<file path="src/design/gpbe_pkg.sv">
`timescale 1ns / 1ps
// shared types, constants and helpers for the glyph pixel blend expander
package gpbe_pkg;

  localparam int unsigned COORD_W    = 12;
  localparam int unsigned CELL_W     = 3;
  localparam int unsigned ALPHA_W    = 8;
  localparam int unsigned PIX_W      = 16;
  localparam int unsigned ADDR_W     = 19;
  localparam int unsigned SCALE_W    = 3;
  localparam int unsigned WIDTH_W    = 11;
  localparam int unsigned HEIGHT_W   = 10;
  localparam int unsigned CFG_IDX_W  = 2;
  localparam int unsigned CFG_DATA_W = 11;
  localparam int unsigned POS_W      = 14;
  localparam int unsigned CX_W       = 10;
  localparam int unsigned CY_W       = 9;
  localparam int unsigned CH_W       = 5;
  localparam int unsigned PROD_W     = 13;
  localparam int unsigned NUM_CH     = 3;
  localparam int unsigned CELL_SIZE  = 8;

  localparam logic [SCALE_W-1:0]  MAX_SCALE    = 3'd4;
  localparam logic [SCALE_W-1:0]  MIN_SCALE    = 3'd1;
  localparam logic [SCALE_W-1:0]  SCALE_RESET  = 3'd2;
  localparam logic [WIDTH_W-1:0]  WIDTH_RESET  = 11'd400;
  localparam logic [HEIGHT_W-1:0] HEIGHT_RESET = 10'd240;
  localparam logic [WIDTH_W-1:0]  WIDTH_LIMIT  = 11'd1024;
  localparam logic [HEIGHT_W-1:0] HEIGHT_LIMIT = 10'd512;
  localparam logic [ALPHA_W-1:0]  ALPHA_MAX    = 8'd255;
  localparam logic [ALPHA_W-1:0]  ALPHA_NONE   = 8'd0;

  // register indexes of the configuration port
  localparam logic [CFG_IDX_W-1:0] REG_SCALE  = 2'd0;
  localparam logic [CFG_IDX_W-1:0] REG_WIDTH  = 2'd1;
  localparam logic [CFG_IDX_W-1:0] REG_HEIGHT = 2'd2;

  typedef enum logic [1:0] {
    ST_IDLE,
    ST_PREP,
    ST_BASE,
    ST_EMIT
  } gpbe_state_e;

  typedef struct packed {
    logic signed [COORD_W-1:0] origin_x;
    logic signed [COORD_W-1:0] origin_y;
    logic [CELL_W-1:0]         cell_col;
    logic [CELL_W-1:0]         cell_row;
    logic [ALPHA_W-1:0]        glyph_alpha;
    logic [CELL_W-1:0]         left_shift;
    logic [PIX_W-1:0]          text_color;
    logic [PIX_W-1:0]          under_pixel;
  } gpbe_in_t;

  typedef struct packed {
    logic [ADDR_W-1:0] write_address;
    logic [PIX_W-1:0]  write_data;
    logic              last_write;
  } gpbe_out_t;

  typedef struct packed {
    logic capture;
    logic prep;
    logic base;
    logic load;
  } gpbe_cmd_t;

  typedef struct packed {
    logic empty;
    logic last;
  } gpbe_status_t;

  // floor(x / 255) for x up to 31 * 255
  function automatic logic [CH_W-1:0] div255(input logic [PROD_W-1:0] x);
    logic [PROD_W:0] t;
    t = {1'b0, x} + {{9{1'b0}}, x[PROD_W-1:8]} + {{PROD_W{1'b0}}, 1'b1};
    return t[PROD_W-1:8];
  endfunction

endpackage

</file>
<file path="src/design/gpbe_in_if.sv">
`timescale 1ns / 1ps
// input channel: one glyph source pixel per transaction
interface gpbe_in_if;
  import gpbe_pkg::*;

  logic                      valid;
  logic                      ready;
  logic signed [COORD_W-1:0] origin_x;
  logic signed [COORD_W-1:0] origin_y;
  logic [CELL_W-1:0]         cell_col;
  logic [CELL_W-1:0]         cell_row;
  logic [ALPHA_W-1:0]        glyph_alpha;
  logic [CELL_W-1:0]         left_shift;
  logic [PIX_W-1:0]          text_color;
  logic [PIX_W-1:0]          under_pixel;

  modport source (
    output valid, origin_x, origin_y, cell_col, cell_row, glyph_alpha, left_shift,
           text_color, under_pixel,
    input  ready
  );

  modport sink (
    input  valid, origin_x, origin_y, cell_col, cell_row, glyph_alpha, left_shift,
           text_color, under_pixel,
    output ready
  );
endinterface

</file>
<file path="src/design/gpbe_out_if.sv">
`timescale 1ns / 1ps
// output channel: one framebuffer write per transaction
interface gpbe_out_if;
  import gpbe_pkg::*;

  logic              valid;
  logic              ready;
  logic [ADDR_W-1:0] write_address;
  logic [PIX_W-1:0]  write_data;
  logic              last_write;

  modport source (
    output valid, write_address, write_data, last_write,
    input  ready
  );

  modport sink (
    input  valid, write_address, write_data, last_write,
    output ready
  );
endinterface

</file>
<file path="src/design/gpbe_ctrl.sv">
`timescale 1ns / 1ps
// controller state machine: sequences capture, setup, address base and write issue
module gpbe_ctrl (
  input  logic                  clk_i,
  input  logic                  rst_ni,
  input  logic                  in_valid_i,
  output logic                  in_ready_o,
  output logic                  out_valid_o,
  input  logic                  out_ready_i,
  input  gpbe_pkg::gpbe_status_t status_i,
  output gpbe_pkg::gpbe_cmd_t    cmd_o
);
  import gpbe_pkg::*;

  gpbe_state_e state_q, state_d;
  logic        out_valid_q, out_valid_d;
  logic        load;

  always_ff @(posedge clk_i or negedge rst_ni) begin
    if (!rst_ni) begin
      state_q     <= ST_IDLE;
      out_valid_q <= 1'b0;
    end else begin
      state_q     <= state_d;
      out_valid_q <= out_valid_d;
    end
  end

  always_comb begin
    state_d = state_q;
    cmd_o   = '0;
    // output register free or being emptied this cycle
    load    = (state_q == ST_EMIT) && (!out_valid_q || out_ready_i);
    unique case (state_q)
      ST_IDLE: begin
        if (in_valid_i) begin
          cmd_o.capture = 1'b1;
          state_d       = ST_PREP;
        end
      end
      ST_PREP: begin
        cmd_o.prep = 1'b1;
        state_d    = ST_BASE;
      end
      ST_BASE: begin
        cmd_o.base = 1'b1;
        state_d    = status_i.empty ? ST_IDLE : ST_EMIT;
      end
      ST_EMIT: begin
        if (load) begin
          cmd_o.load = 1'b1;
          if (status_i.last) begin
            state_d = ST_IDLE;
          end
        end
      end
    endcase

    if (load) begin
      out_valid_d = 1'b1;
    end else if (out_ready_i) begin
      out_valid_d = 1'b0;
    end else begin
      out_valid_d = out_valid_q;
    end
  end

  assign in_ready_o  = (state_q == ST_IDLE);
  assign out_valid_o = out_valid_q;

endmodule

</file>
<file path="src/design/gpbe_dp.sv">
`timescale 1ns / 1ps
// datapath: config registers, block origin, clipping, blend and address stepping
module gpbe_dp (
  input  logic                             clk_i,
  input  logic                             rst_ni,
  input  logic                             cfg_we_i,
  input  logic [gpbe_pkg::CFG_IDX_W-1:0]   cfg_index_i,
  input  logic [gpbe_pkg::CFG_DATA_W-1:0]  cfg_data_i,
  input  gpbe_pkg::gpbe_in_t               in_item_i,
  input  gpbe_pkg::gpbe_cmd_t              cmd_i,
  output gpbe_pkg::gpbe_status_t           status_o,
  output gpbe_pkg::gpbe_out_t              out_item_o
);
  import gpbe_pkg::*;

  // config
  logic [SCALE_W-1:0]  scale_q;
  logic [WIDTH_W-1:0]  width_q;
  logic [HEIGHT_W-1:0] height_q;
  logic [SCALE_W-1:0]  s_eff;
  logic [WIDTH_W-1:0]  w_eff;
  logic [HEIGHT_W-1:0] h_eff;

  // captured item
  logic signed [POS_W-1:0] bx_q, by_q, bx_d, by_d;
  logic [ALPHA_W-1:0]      alpha_q;
  logic [PIX_W-1:0]        color_q, under_q;
  logic signed [3:0]       dcol;
  logic signed [POS_W-1:0] xoff;
  logic [5:0]              yoff;

  // setup stage
  logic signed [POS_W-1:0] w_s, h_s, s_s, x_end, y_end, x_lo, x_hi, y_lo, y_hi;
  logic                    vis, empty_d, empty_q;
  logic [PIX_W-1:0]        bg;
  logic [ALPHA_W-1:0]      inv_alpha;
  logic [CH_W-1:0]         col_ch [NUM_CH];
  logic [CH_W-1:0]         bg_ch  [NUM_CH];
  logic [PROD_W-1:0]       pc_q [NUM_CH];
  logic [PROD_W-1:0]       pb_q [NUM_CH];
  logic [CX_W-1:0]         x_lo_q, x_hi_q;
  logic [CY_W-1:0]         y_lo_q, y_hi_q;

  // base stage and stepping
  logic [CH_W-1:0]     mix [NUM_CH];
  logic [PIX_W-1:0]    data_d, data_q;
  logic [ADDR_W-1:0]   base_addr, addr_q, row_addr_q;
  logic [HEIGHT_W-1:0] row_off;
  logic [CX_W-1:0]     cx_q;
  logic [CY_W-1:0]     cy_q;
  logic                last;
  gpbe_out_t           out_q;

  always_ff @(posedge clk_i or negedge rst_ni) begin
    if (!rst_ni) begin
      scale_q  <= SCALE_RESET;
      width_q  <= WIDTH_RESET;
      height_q <= HEIGHT_RESET;
    end else if (cfg_we_i) begin
      unique case (cfg_index_i)
        REG_SCALE:  scale_q  <= cfg_data_i[SCALE_W-1:0];
        REG_WIDTH:  width_q  <= cfg_data_i[WIDTH_W-1:0];
        REG_HEIGHT: height_q <= cfg_data_i[HEIGHT_W-1:0];
        default: ;
      endcase
    end
  end

  always_comb begin
    if (scale_q == '0) begin
      s_eff = MIN_SCALE;
    end else if (scale_q > MAX_SCALE) begin
      s_eff = MAX_SCALE;
    end else begin
      s_eff = scale_q;
    end
  end

  assign w_eff = (width_q > WIDTH_LIMIT) ? WIDTH_LIMIT : width_q;
  assign h_eff = (height_q > HEIGHT_LIMIT) ? HEIGHT_LIMIT : height_q;

  // block origin from cell position
  assign dcol = $signed({1'b0, in_item_i.cell_col}) - $signed({1'b0, in_item_i.left_shift});
  assign xoff = POS_W'(dcol) * $signed(POS_W'(s_eff));
  assign yoff = 6'(in_item_i.cell_row) * 6'(s_eff);
  assign bx_d = POS_W'(in_item_i.origin_x) + xoff;
  assign by_d = POS_W'(in_item_i.origin_y) + $signed(POS_W'(yoff));

  always_ff @(posedge clk_i) begin
    if (cmd_i.capture) begin
      bx_q    <= bx_d;
      by_q    <= by_d;
      alpha_q <= in_item_i.glyph_alpha;
      color_q <= in_item_i.text_color;
      under_q <= in_item_i.under_pixel;
    end
  end

  // clip window and background visibility
  assign w_s   = $signed(POS_W'(w_eff));
  assign h_s   = $signed(POS_W'(h_eff));
  assign s_s   = $signed(POS_W'(s_eff));
  assign x_end = bx_q + s_s - POS_W'(1);
  assign y_end = by_q + s_s - POS_W'(1);
  assign x_lo  = bx_q[POS_W-1] ? '0 : bx_q;
  assign y_lo  = by_q[POS_W-1] ? '0 : by_q;
  assign x_hi  = (x_end < w_s - POS_W'(1)) ? x_end : w_s - POS_W'(1);
  assign y_hi  = (y_end < h_s - POS_W'(1)) ? y_end : h_s - POS_W'(1);
  assign vis   = !bx_q[POS_W-1] && (bx_q < w_s) && !by_q[POS_W-1] && (by_q < h_s);
  assign bg    = vis ? under_q : '0;
  assign inv_alpha = ALPHA_MAX - alpha_q;
  assign empty_d   = (alpha_q == ALPHA_NONE) || (x_lo > x_hi) || (y_lo > y_hi);

  // red, green upper five bits, blue
  assign col_ch[0] = color_q[15:11];
  assign col_ch[1] = color_q[10:6];
  assign col_ch[2] = color_q[4:0];
  assign bg_ch[0]  = bg[15:11];
  assign bg_ch[1]  = bg[10:6];
  assign bg_ch[2]  = bg[4:0];

  always_ff @(posedge clk_i) begin
    if (cmd_i.prep) begin
      for (int i = 0; i < NUM_CH; i++) begin
        pc_q[i] <= PROD_W'(col_ch[i]) * PROD_W'(alpha_q);
        pb_q[i] <= PROD_W'(bg_ch[i]) * PROD_W'(inv_alpha);
      end
      x_lo_q <= x_lo[CX_W-1:0];
      x_hi_q <= x_hi[CX_W-1:0];
      y_lo_q <= y_lo[CY_W-1:0];
      y_hi_q <= y_hi[CY_W-1:0];
    end
  end

  always_ff @(posedge clk_i or negedge rst_ni) begin
    if (!rst_ni) begin
      empty_q <= 1'b1;
    end else if (cmd_i.prep) begin
      empty_q <= empty_d;
    end
  end

  // channel sums never exceed five bits
  always_comb begin
    for (int i = 0; i < NUM_CH; i++) begin
      mix[i] = div255(pc_q[i]) + div255(pb_q[i]);
    end
  end

  assign data_d    = (alpha_q == ALPHA_MAX) ? color_q : {mix[0], mix[1], 1'b0, mix[2]};
  assign row_off   = h_eff - HEIGHT_W'(1) - HEIGHT_W'(y_lo_q);
  assign base_addr = ADDR_W'(x_lo_q) * ADDR_W'(h_eff) + ADDR_W'(row_off);
  assign last      = (cx_q == x_hi_q) && (cy_q == y_hi_q);

  always_ff @(posedge clk_i) begin
    if (cmd_i.base) begin
      data_q     <= data_d;
      addr_q     <= base_addr;
      row_addr_q <= base_addr;
      cx_q       <= x_lo_q;
      cy_q       <= y_lo_q;
    end else if (cmd_i.load) begin
      out_q.write_address <= addr_q;
      out_q.write_data    <= data_q;
      out_q.last_write    <= last;
      if (cx_q == x_hi_q) begin
        // next block row, one step down the rotated column
        cx_q       <= x_lo_q;
        cy_q       <= cy_q + CY_W'(1);
        row_addr_q <= row_addr_q - ADDR_W'(1);
        addr_q     <= row_addr_q - ADDR_W'(1);
      end else begin
        cx_q   <= cx_q + CX_W'(1);
        addr_q <= addr_q + ADDR_W'(h_eff);
      end
    end
  end

  assign status_o.empty = empty_q;
  assign status_o.last  = last;
  assign out_item_o     = out_q;

endmodule

</file>
<file path="src/design/glyph_pixel_blend_expander.sv">
`timescale 1ns / 1ps
// first write: after the input transaction the block passes its setup and base address
//   states, then registers one write per cycle on the output while the sink takes them
// input: no new source pixel is taken until the n visible writes (up to scale squared)
//   of the last one are issued by the single address stepper
// reset: asynchronous active low, idle with no write pending, scale 2, 400 x 240 screen
// top level: glyph pixel blend and scale expansion into a rotated framebuffer
module glyph_pixel_blend_expander (
  input  logic                            clk_i,
  input  logic                            rst_ni,
  input  logic                            cfg_we_i,
  input  logic [gpbe_pkg::CFG_IDX_W-1:0]  cfg_index_i,
  input  logic [gpbe_pkg::CFG_DATA_W-1:0] cfg_data_i,
  gpbe_in_if.sink                         in_i,
  gpbe_out_if.source                      out_o
);
  import gpbe_pkg::*;

  gpbe_in_t     in_item;
  gpbe_out_t    out_item;
  gpbe_cmd_t    cmd;
  gpbe_status_t status;

  // pack the incoming transaction for the datapath
  assign in_item.origin_x    = in_i.origin_x;
  assign in_item.origin_y    = in_i.origin_y;
  assign in_item.cell_col    = in_i.cell_col;
  assign in_item.cell_row    = in_i.cell_row;
  assign in_item.glyph_alpha = in_i.glyph_alpha;
  assign in_item.left_shift  = in_i.left_shift;
  assign in_item.text_color  = in_i.text_color;
  assign in_item.under_pixel = in_i.under_pixel;

  // controller: idle / setup / base address / write issue, owns the output valid
  gpbe_ctrl u_ctrl (
    .clk_i       (clk_i),
    .rst_ni      (rst_ni),
    .in_valid_i  (in_i.valid),
    .in_ready_o  (in_i.ready),
    .out_valid_o (out_o.valid),
    .out_ready_i (out_o.ready),
    .status_i    (status),
    .cmd_o       (cmd)
  );

  // datapath: origin, clip window, channel blend, address walk and output register
  gpbe_dp u_dp (
    .clk_i       (clk_i),
    .rst_ni      (rst_ni),
    .cfg_we_i    (cfg_we_i),
    .cfg_index_i (cfg_index_i),
    .cfg_data_i  (cfg_data_i),
    .in_item_i   (in_item),
    .cmd_i       (cmd),
    .status_o    (status),
    .out_item_o  (out_item)
  );

  // output register contents, valid comes from the controller
  assign out_o.write_address = out_item.write_address;
  assign out_o.write_data    = out_item.write_data;
  assign out_o.last_write    = out_item.last_write;

endmodule

</file>
<file path="src/flat_wrapper.sv">
// flat-port wrapper written by rule: the top's interface ports become plain ports
module glyph_pixel_blend_expander_flat import gpbe_pkg::*;
  (clk_i, rst_ni, cfg_we_i, cfg_index_i, cfg_data_i, in_i_valid, in_i_origin_x, in_i_origin_y, in_i_cell_col, in_i_cell_row, in_i_glyph_alpha, in_i_left_shift, in_i_text_color, in_i_under_pixel, in_i_ready, out_o_valid, out_o_write_address, out_o_write_data, out_o_last_write, out_o_ready);
  gpbe_in_if in_i_i ();
  gpbe_out_if out_o_i ();
  input  logic clk_i;
  input  logic rst_ni;
  input  logic cfg_we_i;
  input  logic [gpbe_pkg::CFG_IDX_W-1:0] cfg_index_i;
  input  logic [gpbe_pkg::CFG_DATA_W-1:0] cfg_data_i;
  input wire logic [$bits(in_i_i.valid)-1:0] in_i_valid;
  input wire logic [$bits(in_i_i.origin_x)-1:0] in_i_origin_x;
  input wire logic [$bits(in_i_i.origin_y)-1:0] in_i_origin_y;
  input wire logic [$bits(in_i_i.cell_col)-1:0] in_i_cell_col;
  input wire logic [$bits(in_i_i.cell_row)-1:0] in_i_cell_row;
  input wire logic [$bits(in_i_i.glyph_alpha)-1:0] in_i_glyph_alpha;
  input wire logic [$bits(in_i_i.left_shift)-1:0] in_i_left_shift;
  input wire logic [$bits(in_i_i.text_color)-1:0] in_i_text_color;
  input wire logic [$bits(in_i_i.under_pixel)-1:0] in_i_under_pixel;
  output wire logic [$bits(in_i_i.ready)-1:0] in_i_ready;
  output wire logic [$bits(out_o_i.valid)-1:0] out_o_valid;
  output wire logic [$bits(out_o_i.write_address)-1:0] out_o_write_address;
  output wire logic [$bits(out_o_i.write_data)-1:0] out_o_write_data;
  output wire logic [$bits(out_o_i.last_write)-1:0] out_o_last_write;
  input wire logic [$bits(out_o_i.ready)-1:0] out_o_ready;
  assign in_i_i.valid = in_i_valid;
  assign in_i_i.origin_x = in_i_origin_x;
  assign in_i_i.origin_y = in_i_origin_y;
  assign in_i_i.cell_col = in_i_cell_col;
  assign in_i_i.cell_row = in_i_cell_row;
  assign in_i_i.glyph_alpha = in_i_glyph_alpha;
  assign in_i_i.left_shift = in_i_left_shift;
  assign in_i_i.text_color = in_i_text_color;
  assign in_i_i.under_pixel = in_i_under_pixel;
  assign in_i_ready = in_i_i.ready;
  assign out_o_valid = out_o_i.valid;
  assign out_o_write_address = out_o_i.write_address;
  assign out_o_write_data = out_o_i.write_data;
  assign out_o_last_write = out_o_i.last_write;
  assign out_o_i.ready = out_o_ready;
  glyph_pixel_blend_expander u_core (.clk_i(clk_i), .rst_ni(rst_ni), .cfg_we_i(cfg_we_i), .cfg_index_i(cfg_index_i), .cfg_data_i(cfg_data_i), .in_i(in_i_i), .out_o(out_o_i));
endmodule
</file>
<file path="config.mk">
export PLATFORM = sky130hd
export DESIGN_NAME = glyph_pixel_blend_expander_flat
export DESIGN_NICKNAME = d
export VERILOG_FILES = /design/src/design/gpbe_pkg.sv /design/src/design/gpbe_in_if.sv /design/src/design/gpbe_out_if.sv /design/src/design/gpbe_ctrl.sv /design/src/design/gpbe_dp.sv /design/src/design/glyph_pixel_blend_expander.sv /design/src/flat_wrapper.sv
export SDC_FILE = /design/constraint.sdc
export NUM_CORES = 2
export LEC_CHECK = 0
export CAP_MARGIN = 20
export CELL_PAD_IN_SITES_DETAIL_PLACEMENT = 1
export CELL_PAD_IN_SITES_GLOBAL_PLACEMENT = 1
export CORE_MARGIN = 2
export CORE_UTILIZATION = 31
export DETAILED_ROUTE_END_ITERATION = 8
export DONT_BUFFER_PORTS = 1
export HOLD_SLACK_MARGIN = 0.1
export PLACE_DENSITY = 0.55
export RECOVER_POWER = 25
export SLEW_MARGIN = 10
export SYNTH_ARGS = -nofsm -noshare
export SYNTH_HDL_FRONTEND = slang
export SYNTH_SLANG_ARGS = --single-unit
</file>
<file path="constraint.sdc">
create_clock -name clk_i -period 9.2 [get_ports clk_i]
set_input_delay 0.92 -clock clk_i [delete_from_list [all_inputs] [get_ports clk_i]]
set_output_delay 0.92 -clock clk_i [all_outputs]
set_load 0.02 [all_outputs]
</file>
# Yosys cells after proc, flatten, opt, wreduce, memory -nomap -nowiden
# Memories as Yosys holds them, arrays and structs flattened.
# Index checks and enable logic that the tools add are counted.
[totals] output_inout_bits=38 mem_count=2 ff_bits=243 ram_bits=78 wordCells=149 in_bits=91
[classes] n_eq_ne=11 order_cmp=9 bitwise=1 n_mul=9 reduce_logical=24 muxes=37 add_sub_neg=32
[memory_table] memory="u_core.u_dp.pb_q" depth=3 word_bits=13 rd=3 rd_clocked_by_memory_dff=0 wr=3 line_no="gpbe_dp.sv:40" text="logic [PROD_W-1:0] pb_q [NUM_CH];"
[memory_table] memory="u_core.u_dp.pc_q" depth=3 word_bits=13 rd=3 rd_clocked_by_memory_dff=0 wr=3 line_no="gpbe_dp.sv:39" text="logic [PROD_W-1:0] pc_q [NUM_CH];"
[ops] cell="two-way mux 19 bit" n=6
[ops] cell="adder 13 x 1 -> 13 bit (second input constant)" n=6
[ops] cell="adder 13 x 5 -> 13 bit" n=6
[ops] cell="multiplier 5 x 8 -> 13 bit" n=6
[ops] cell="two-way mux 10 bit" n=4
[ops] cell="adder 19 x 10 -> 19 bit" n=2
[ops] cell="two-way mux 16 bit" n=2
[ops] cell="adder 14 x 4 -> 14 bit" n=2
[ops] cell="> comparator 14 bit" n=2
[ops] cell="< comparator 14 bit" n=2
[ops] cell="two-way mux 14 bit" n=2
[ops] cell="subtractor 14 x 2 -> 14 bit (second input constant)" n=2
[ops] cell="two-way mux 9 bit" n=3
[ops] cell="two-way mux 13 bit" n=2
[ops] cell="multiplier 10 x 10 -> 19 bit" n=1
[ops] cell="subtractor 19 x 1 -> 19 bit (second input constant)" n=1
[ops] cell="adder 5 bit" n=3
[ops] cell="< comparator 14 x 11 -> 1 bit" n=1
[ops] cell="< comparator 14 x 12 -> 1 bit" n=1
[ops] cell="adder 12 x 7 -> 13 bit" n=1
[ops] cell="adder 12 x 8 -> 13 bit" n=1
[ops] cell="subtractor 11 x 1 -> 12 bit (second input constant)" n=1
[ops] cell="> comparator 11 bit (second input constant)" n=1
[ops] cell="two-way mux 11 bit" n=1
[ops] cell="other kinds (31)" n=64

# Longest topological paths before layout
[logic_depth] word_depth=10 mapped_depth=32

# By module
# From an unflattened synthesis, not the netlist that was laid out.
[hier_totals] hier_cells=2881 area_unflattened_um2=29318.1
[modules_own_cells] mod="gpbe_dp" cells_each=2862 instances=1 seq_area_each_um2=9345.2 area_each_um2=29150.5
[modules_own_cells] mod="gpbe_ctrl" cells_each=19 instances=1 seq_area_each_um2=75.1 area_each_um2=167.7

# Least setup slack after synthesis
# OpenSTA, ideal clock, no wires.
[synth_timing] path_type="register -> register" from="reg u_core.u_ctrl.state_q[1]" to="reg u_core.u_dp.empty_q" required_time_ns=9.112 setup_time_ns=0.088 setup_slack_ns=2.573 arrival_ns=6.539 stages_incl_launch_ff=4 n_path_buf=0 cell_sequence="dfrtp_1 > nor2b_1 > o2111ai_1 > o32a_1"
[synth_via] elab_chain_len=2
[synth_lines] element="from (decl)" line_no="gpbe_ctrl.sv:15" text="gpbe_state_e state_q, state_d;"
[synth_lines] element="from (signal assigned)" line_no="gpbe_ctrl.sv:24" text="state_q <= state_d;"
[synth_lines] element="equality test 2 x 1 -> 1 bit" line_no="gpbe_ctrl.sv:34" text="unique case (state_q)"
[synth_lines] element="two-way mux 1 bit" line_no="gpbe_ctrl.sv:34"
[synth_lines] element="to (signal assigned)" line_no="gpbe_dp.sv:139" text="empty_q <= empty_d;"
[synth_lines] element="to (decl)" line_no="gpbe_dp.sv:34" text="logic vis, empty_d, empty_q;"
# Every way passes these cells.
# A chain may end at the register's enable or synchronous reset.

# Final worst setup path
[layout_timing] from="reg u_core.u_dp.scale_q[1]" to="reg u_core.u_dp.empty_q"
[layout_via] elab_chain_len=10 elab_cells_between_ends=16 classes_between="4 x add/sub; 5 x order compare; 4 x mux; 3 x reduce/logical"
[layout_lines] element="from (decl)" line_no="gpbe_dp.sv:17" text="logic [SCALE_W-1:0] scale_q;"
[layout_lines] element="from (signal assigned)" line_no="gpbe_dp.sv:61" text="REG_SCALE: scale_q <= cfg_data_i[SCALE_W-1:0];"
[layout_lines] element="> comparator 3 bit" line_no="gpbe_dp.sv:72" text="end else if (scale_q > MAX_SCALE) begin"
[layout_lines] element="two-way mux 3 bit" line_no="gpbe_dp.sv:72"
[layout_lines] element="two-way mux 3 bit *" line_no="gpbe_dp.sv:70" text="if (scale_q == '0) begin"
[layout_lines] element="adder 14 x 4 -> 14 bit *" line_no="gpbe_dp.sv:103" text="assign x_end = bx_q + s_s - POS_W'(1);"
[layout_lines] element="subtractor 14 x 2 -> 14 bit *" line_no="gpbe_dp.sv:103"
[layout_lines] element="< comparator 14 bit" line_no="gpbe_dp.sv:107" text="assign x_hi = (x_end < w_s - POS_W'(1)) ? x_end : w_s - POS_W'(1);"
[layout_lines] element="two-way mux 14 bit *" line_no="gpbe_dp.sv:107"
[layout_lines] element="named net u_core.u_dp.x_hi[7]" line_no="gpbe_dp.sv:33" text="logic signed [POS_W-1:0] w_s, h_s, s_s, x_end, y_end, x_lo, x_hi, y_lo, y_hi;"
[layout_lines] element="> comparator 14 bit *" line_no="gpbe_dp.sv:112" text="assign empty_d = (alpha_q == ALPHA_NONE) || (x_lo > x_hi) || (y_lo > y_hi);"
[layout_lines] element="logical OR 1 bit * (2 in series)" line_no="gpbe_dp.sv:112"
# Mark *: on every way through the listed nets, which the timed path passes. The rest lies on a longest branch.

==> reports/metrics.yaml <==
drive_gt1_share_pct: 7.10
synth.top_cells.by_area: "edfxtp_1 (28%), ha_1 (15%), fa_1 (13%), inv_1 (5.4%), xnor2_1 (3.8%)"
grt_max_degree: 65
p_sw_mw: 6.09
min_path_type: "in2async"
syn_area_per_cell_um2: 10.0
cts_made_buffers: 43
synth_edf_count: 290
leakagePower_nw: 14.8
syn_to_final_growth_pct: 9.60
vdd_drop_max_mv: 0.217
final_common_cell: "inv_1"
seq_power_share_pct: 24.6
htreeDepth: 2
synth.distinct_cells: 70
syn_inst: 3053
seq_area_frac_synth_pct: 30.8
cts_buffer_depth: 3
async_flop_share_pct: 8.81
skew_ns: 0.0206
p_int_mw: 6.92
nFillCells: 11000
wl_met3_um: 2660
netlist.area_leader.share_pct: 28.5
drv_slew: 51
wl_per_cell_um: 19.5
die_height_um: 318
fin_nets: 3697
ios: 129
first_global_vias: 24400
end_kind: "flop"
hpwl_um: 65400
die_x_um: 318
setup_viol: 0
maxCapViolCount: 2
final_cells: 4345
powerDensity_nw_per_um2: 388
grt-ovfl-total: 0
cts_sinks: 318
rsz0062_at_grt: "false"
met2_length_um: 41500
clock.fmax_mhz: 132
grt_pass1_wl_um: 136000
synth_top_area_cell: "edfxtp_1"
crit_arrival_ns: 8.11
critPathMaxFanout: 20
status: "complete, but fails checks"
clkPwrFrac_pct: 13.6
insertion_delay_ns: 0.61
ys_ff_latch: 318
drtIter0Drc: 993
placed_cell_area_um2: 32000
p_comb_share_pct: 61.9
yosysWarnings: 0
fp-row-count: 115
worstMarginPinSlew_ns: 1.87
diodes: 0
critical_path.slowest_cell: "o32a_1"
cts_tree: "done"
cp-start-kind: "flop"
dr.pass1.iters: 5
dp_cells: 4266
gp_routability_congestion: 0.867
swShare_pct: 46.8
final_cell_mix: "inv_1 (439), ha_1 (375), edfxtp_1 (290)"
critical_path_class: "reg2reg"
cts_root_buf: "clkbuf_16"
start_util_pct: 31.2
cp.required_ns: 9.72
vias: 21900
core_area_um2: 98000
ys.flop_type: "edfxtp_1"
hold_viol_final: 0
syn-num-nets: 3723
detail_route.vias_per_cell: 5.05
cts_post_setup_buffers_inserted: 0
synth_area_um2: 30600
ant_nets: 0
tns_ns: 0
post-route-period-util_pct: 82.5
routed_wirelength_um: 84800
antenna_found_initial: 2
stdcell_area_um2: 33500
violations: "max-capacitance violations, max-slew violations"
path_clk_slew_ns: 0.06
dieArea_um2: 101000
max_stage_delay_ns: 0.75
m1WireLength_um: 38000
portBuffers: 0
timing.final.crit_period_ns: 7.59
top_layer: "met5"
grtUsageTotal_pct: 17.0
drc: 0
relSlewSlack_pct: -24.6
==> repair_timing <==
| item | 4_1_cts | 5_1_grt |
|---|---|---|
| resized for setup | 0 | 0 |
| hold buffers | 2 | 0 |
| hold endpoints to repair | 19 | 0 |
| endpoints found under the setup margin | 0 | 0 |
==> final timing paths <==
kind	start	to	slack (ns)	cells after the start
max in group asynchronous	rst_ni	u_core.u_dp.width_q[3]$_DFFE_PN0P_	6.98	2
max	u_core.u_dp.scale_q[1]$_DFFE_PN1P_	u_core.u_dp.empty_q$_DFFE_PN1N_	1.61	30
min	rst_ni	u_core.u_dp.scale_q[1]$_DFFE_PN1P_	0.16	0
min in group clk_i	in_i_text_color[15]	u_core.u_dp.color_q[15]$_DFFE_PP_	0.40	0
max reg2reg	u_core.u_dp.scale_q[1]$_DFFE_PN1P_	u_core.u_dp.empty_q$_DFFE_PN1N_	1.61	30
min reg2reg	u_core.u_dp.data_q[15]$_DFFE_PP_	u_core.u_dp.out_item_o[16]$_DFFE_PP_	0.42	0
==> sequential cells by signal, summed over array words and instances (netlist names), 10 cells and up <==
signal	count
u_core.u_dp.pc_q	39
u_core.u_dp.cx_q	10
u_core.u_dp.x_lo_q	10
u_core.u_dp.by_q	13
u_core.u_dp.out_item_o	36
u_core.u_dp.color_q	16
u_core.u_dp.data_q	16
u_core.u_dp.bx_q	13
u_core.u_dp.height_q	10
u_core.u_dp.pb_q	39
u_core.u_dp.addr_q	19
u_core.u_dp.width_q	11
u_core.u_dp.row_addr_q	19
u_core.u_dp.x_hi_q	10
u_core.u_dp.under_q	15
==> critical path, delay by kind of cell (launching register included) <==
family | cells | cell delay (ns)
xor gates and xnor gates | 1 | 0.17
DFF | 1 | 0.53
muxes | 1 | 0.44
buffers and inverters | 3 | 0.35
and+or+nand+nor | 7 | 0.99
AOI/OAI and AO/OA | 13 | 3.48
adders and majority gates | 5 | 1.55
==> Yosys cell counts, types with 23 or more instances <==
cell	n
a21o_1	57
a21oi_1	155
a31oi_1	23
and2_1	115
clkbuf_1	82
edfxtp_1	290
fa_1	204
ha_1	375
inv_1	440
mux2_2	28
nand2_1	242
nand3_1	48
nand4_1	59
nor2_1	137
nor2b_1	23
nor3_1	49
nor4_1	42
nor4_2	60
o21a_1	36
o21ai_0	78
o21bai_1	37
xnor2_1	134
xor2_1	84
==> layer usage <==
| metal | global-route usage, % | vias to the layer above |
|---|---|---|
| li1 | - | 10500 |
| met1 | 21.4 | 11000 |
| met2 | 29.8 | 266 |
| met3 | 2.73 | 132 |
| met4 | 5.04 | 2 |
| met5 | 0 | - |
==> cell families after synthesis <==
| kind of cell | after synthesis | synth area share, % |
|---|---|---|
| xor+xnor | 218 | 6.25 |
| mux | 44 | 1.56 |
| buf+inv | 555 | 7.07 |
| flops | 318 | 30.8 |
| simple gates | 872 | 15.8 |
| compound gates | 467 | 9.76 |
| fa+ha+maj | 579 | 28.7 |
==> layout make-up <==
cell class | count | area (um2) | area share, %
Multi-Input combinational cell | 2180 | 19000 | 56.8
Sequential cell | 318 | 9420 | 28.1
Inverter | 442 | 1660 | 4.95
Tap cell | 1287 | 1610 | 4.81
Clock buffer | 49 | 1100 | 3.28
Clock inverter | 27 | 359 | 1.07
Timing Repair Buffer | 42 | 315 | 0.941
==> per-stage QoR <==
step                setup slack (ns)  hold WS (ns)  total power [mW]  utilization, %
detailed placement              1.61         0.406              11.4            32.7
floorplan                       2.57         0.400              9.00               -
global route                   0.901         0.124              14.4            34.2
global placement                1.69         0.404              11.0            32.7
CTS                             1.54         0.114              13.2            34.2
finish                          1.61         0.159              13.0            34.2
==> power by group through the flow <==
stage	logic [mW]	clock network [mW]	registers [mW]
after CTS	8.20	1.83	3.21
after floorplan	6.05	0	2.95
after global placement	7.84	0	3.21
after global routing	9.25	1.88	3.27
final	8.05	1.76	3.19
after detailed placement	8.12	0	3.23
No activity file was read; power rests on OpenSTA's default activity.
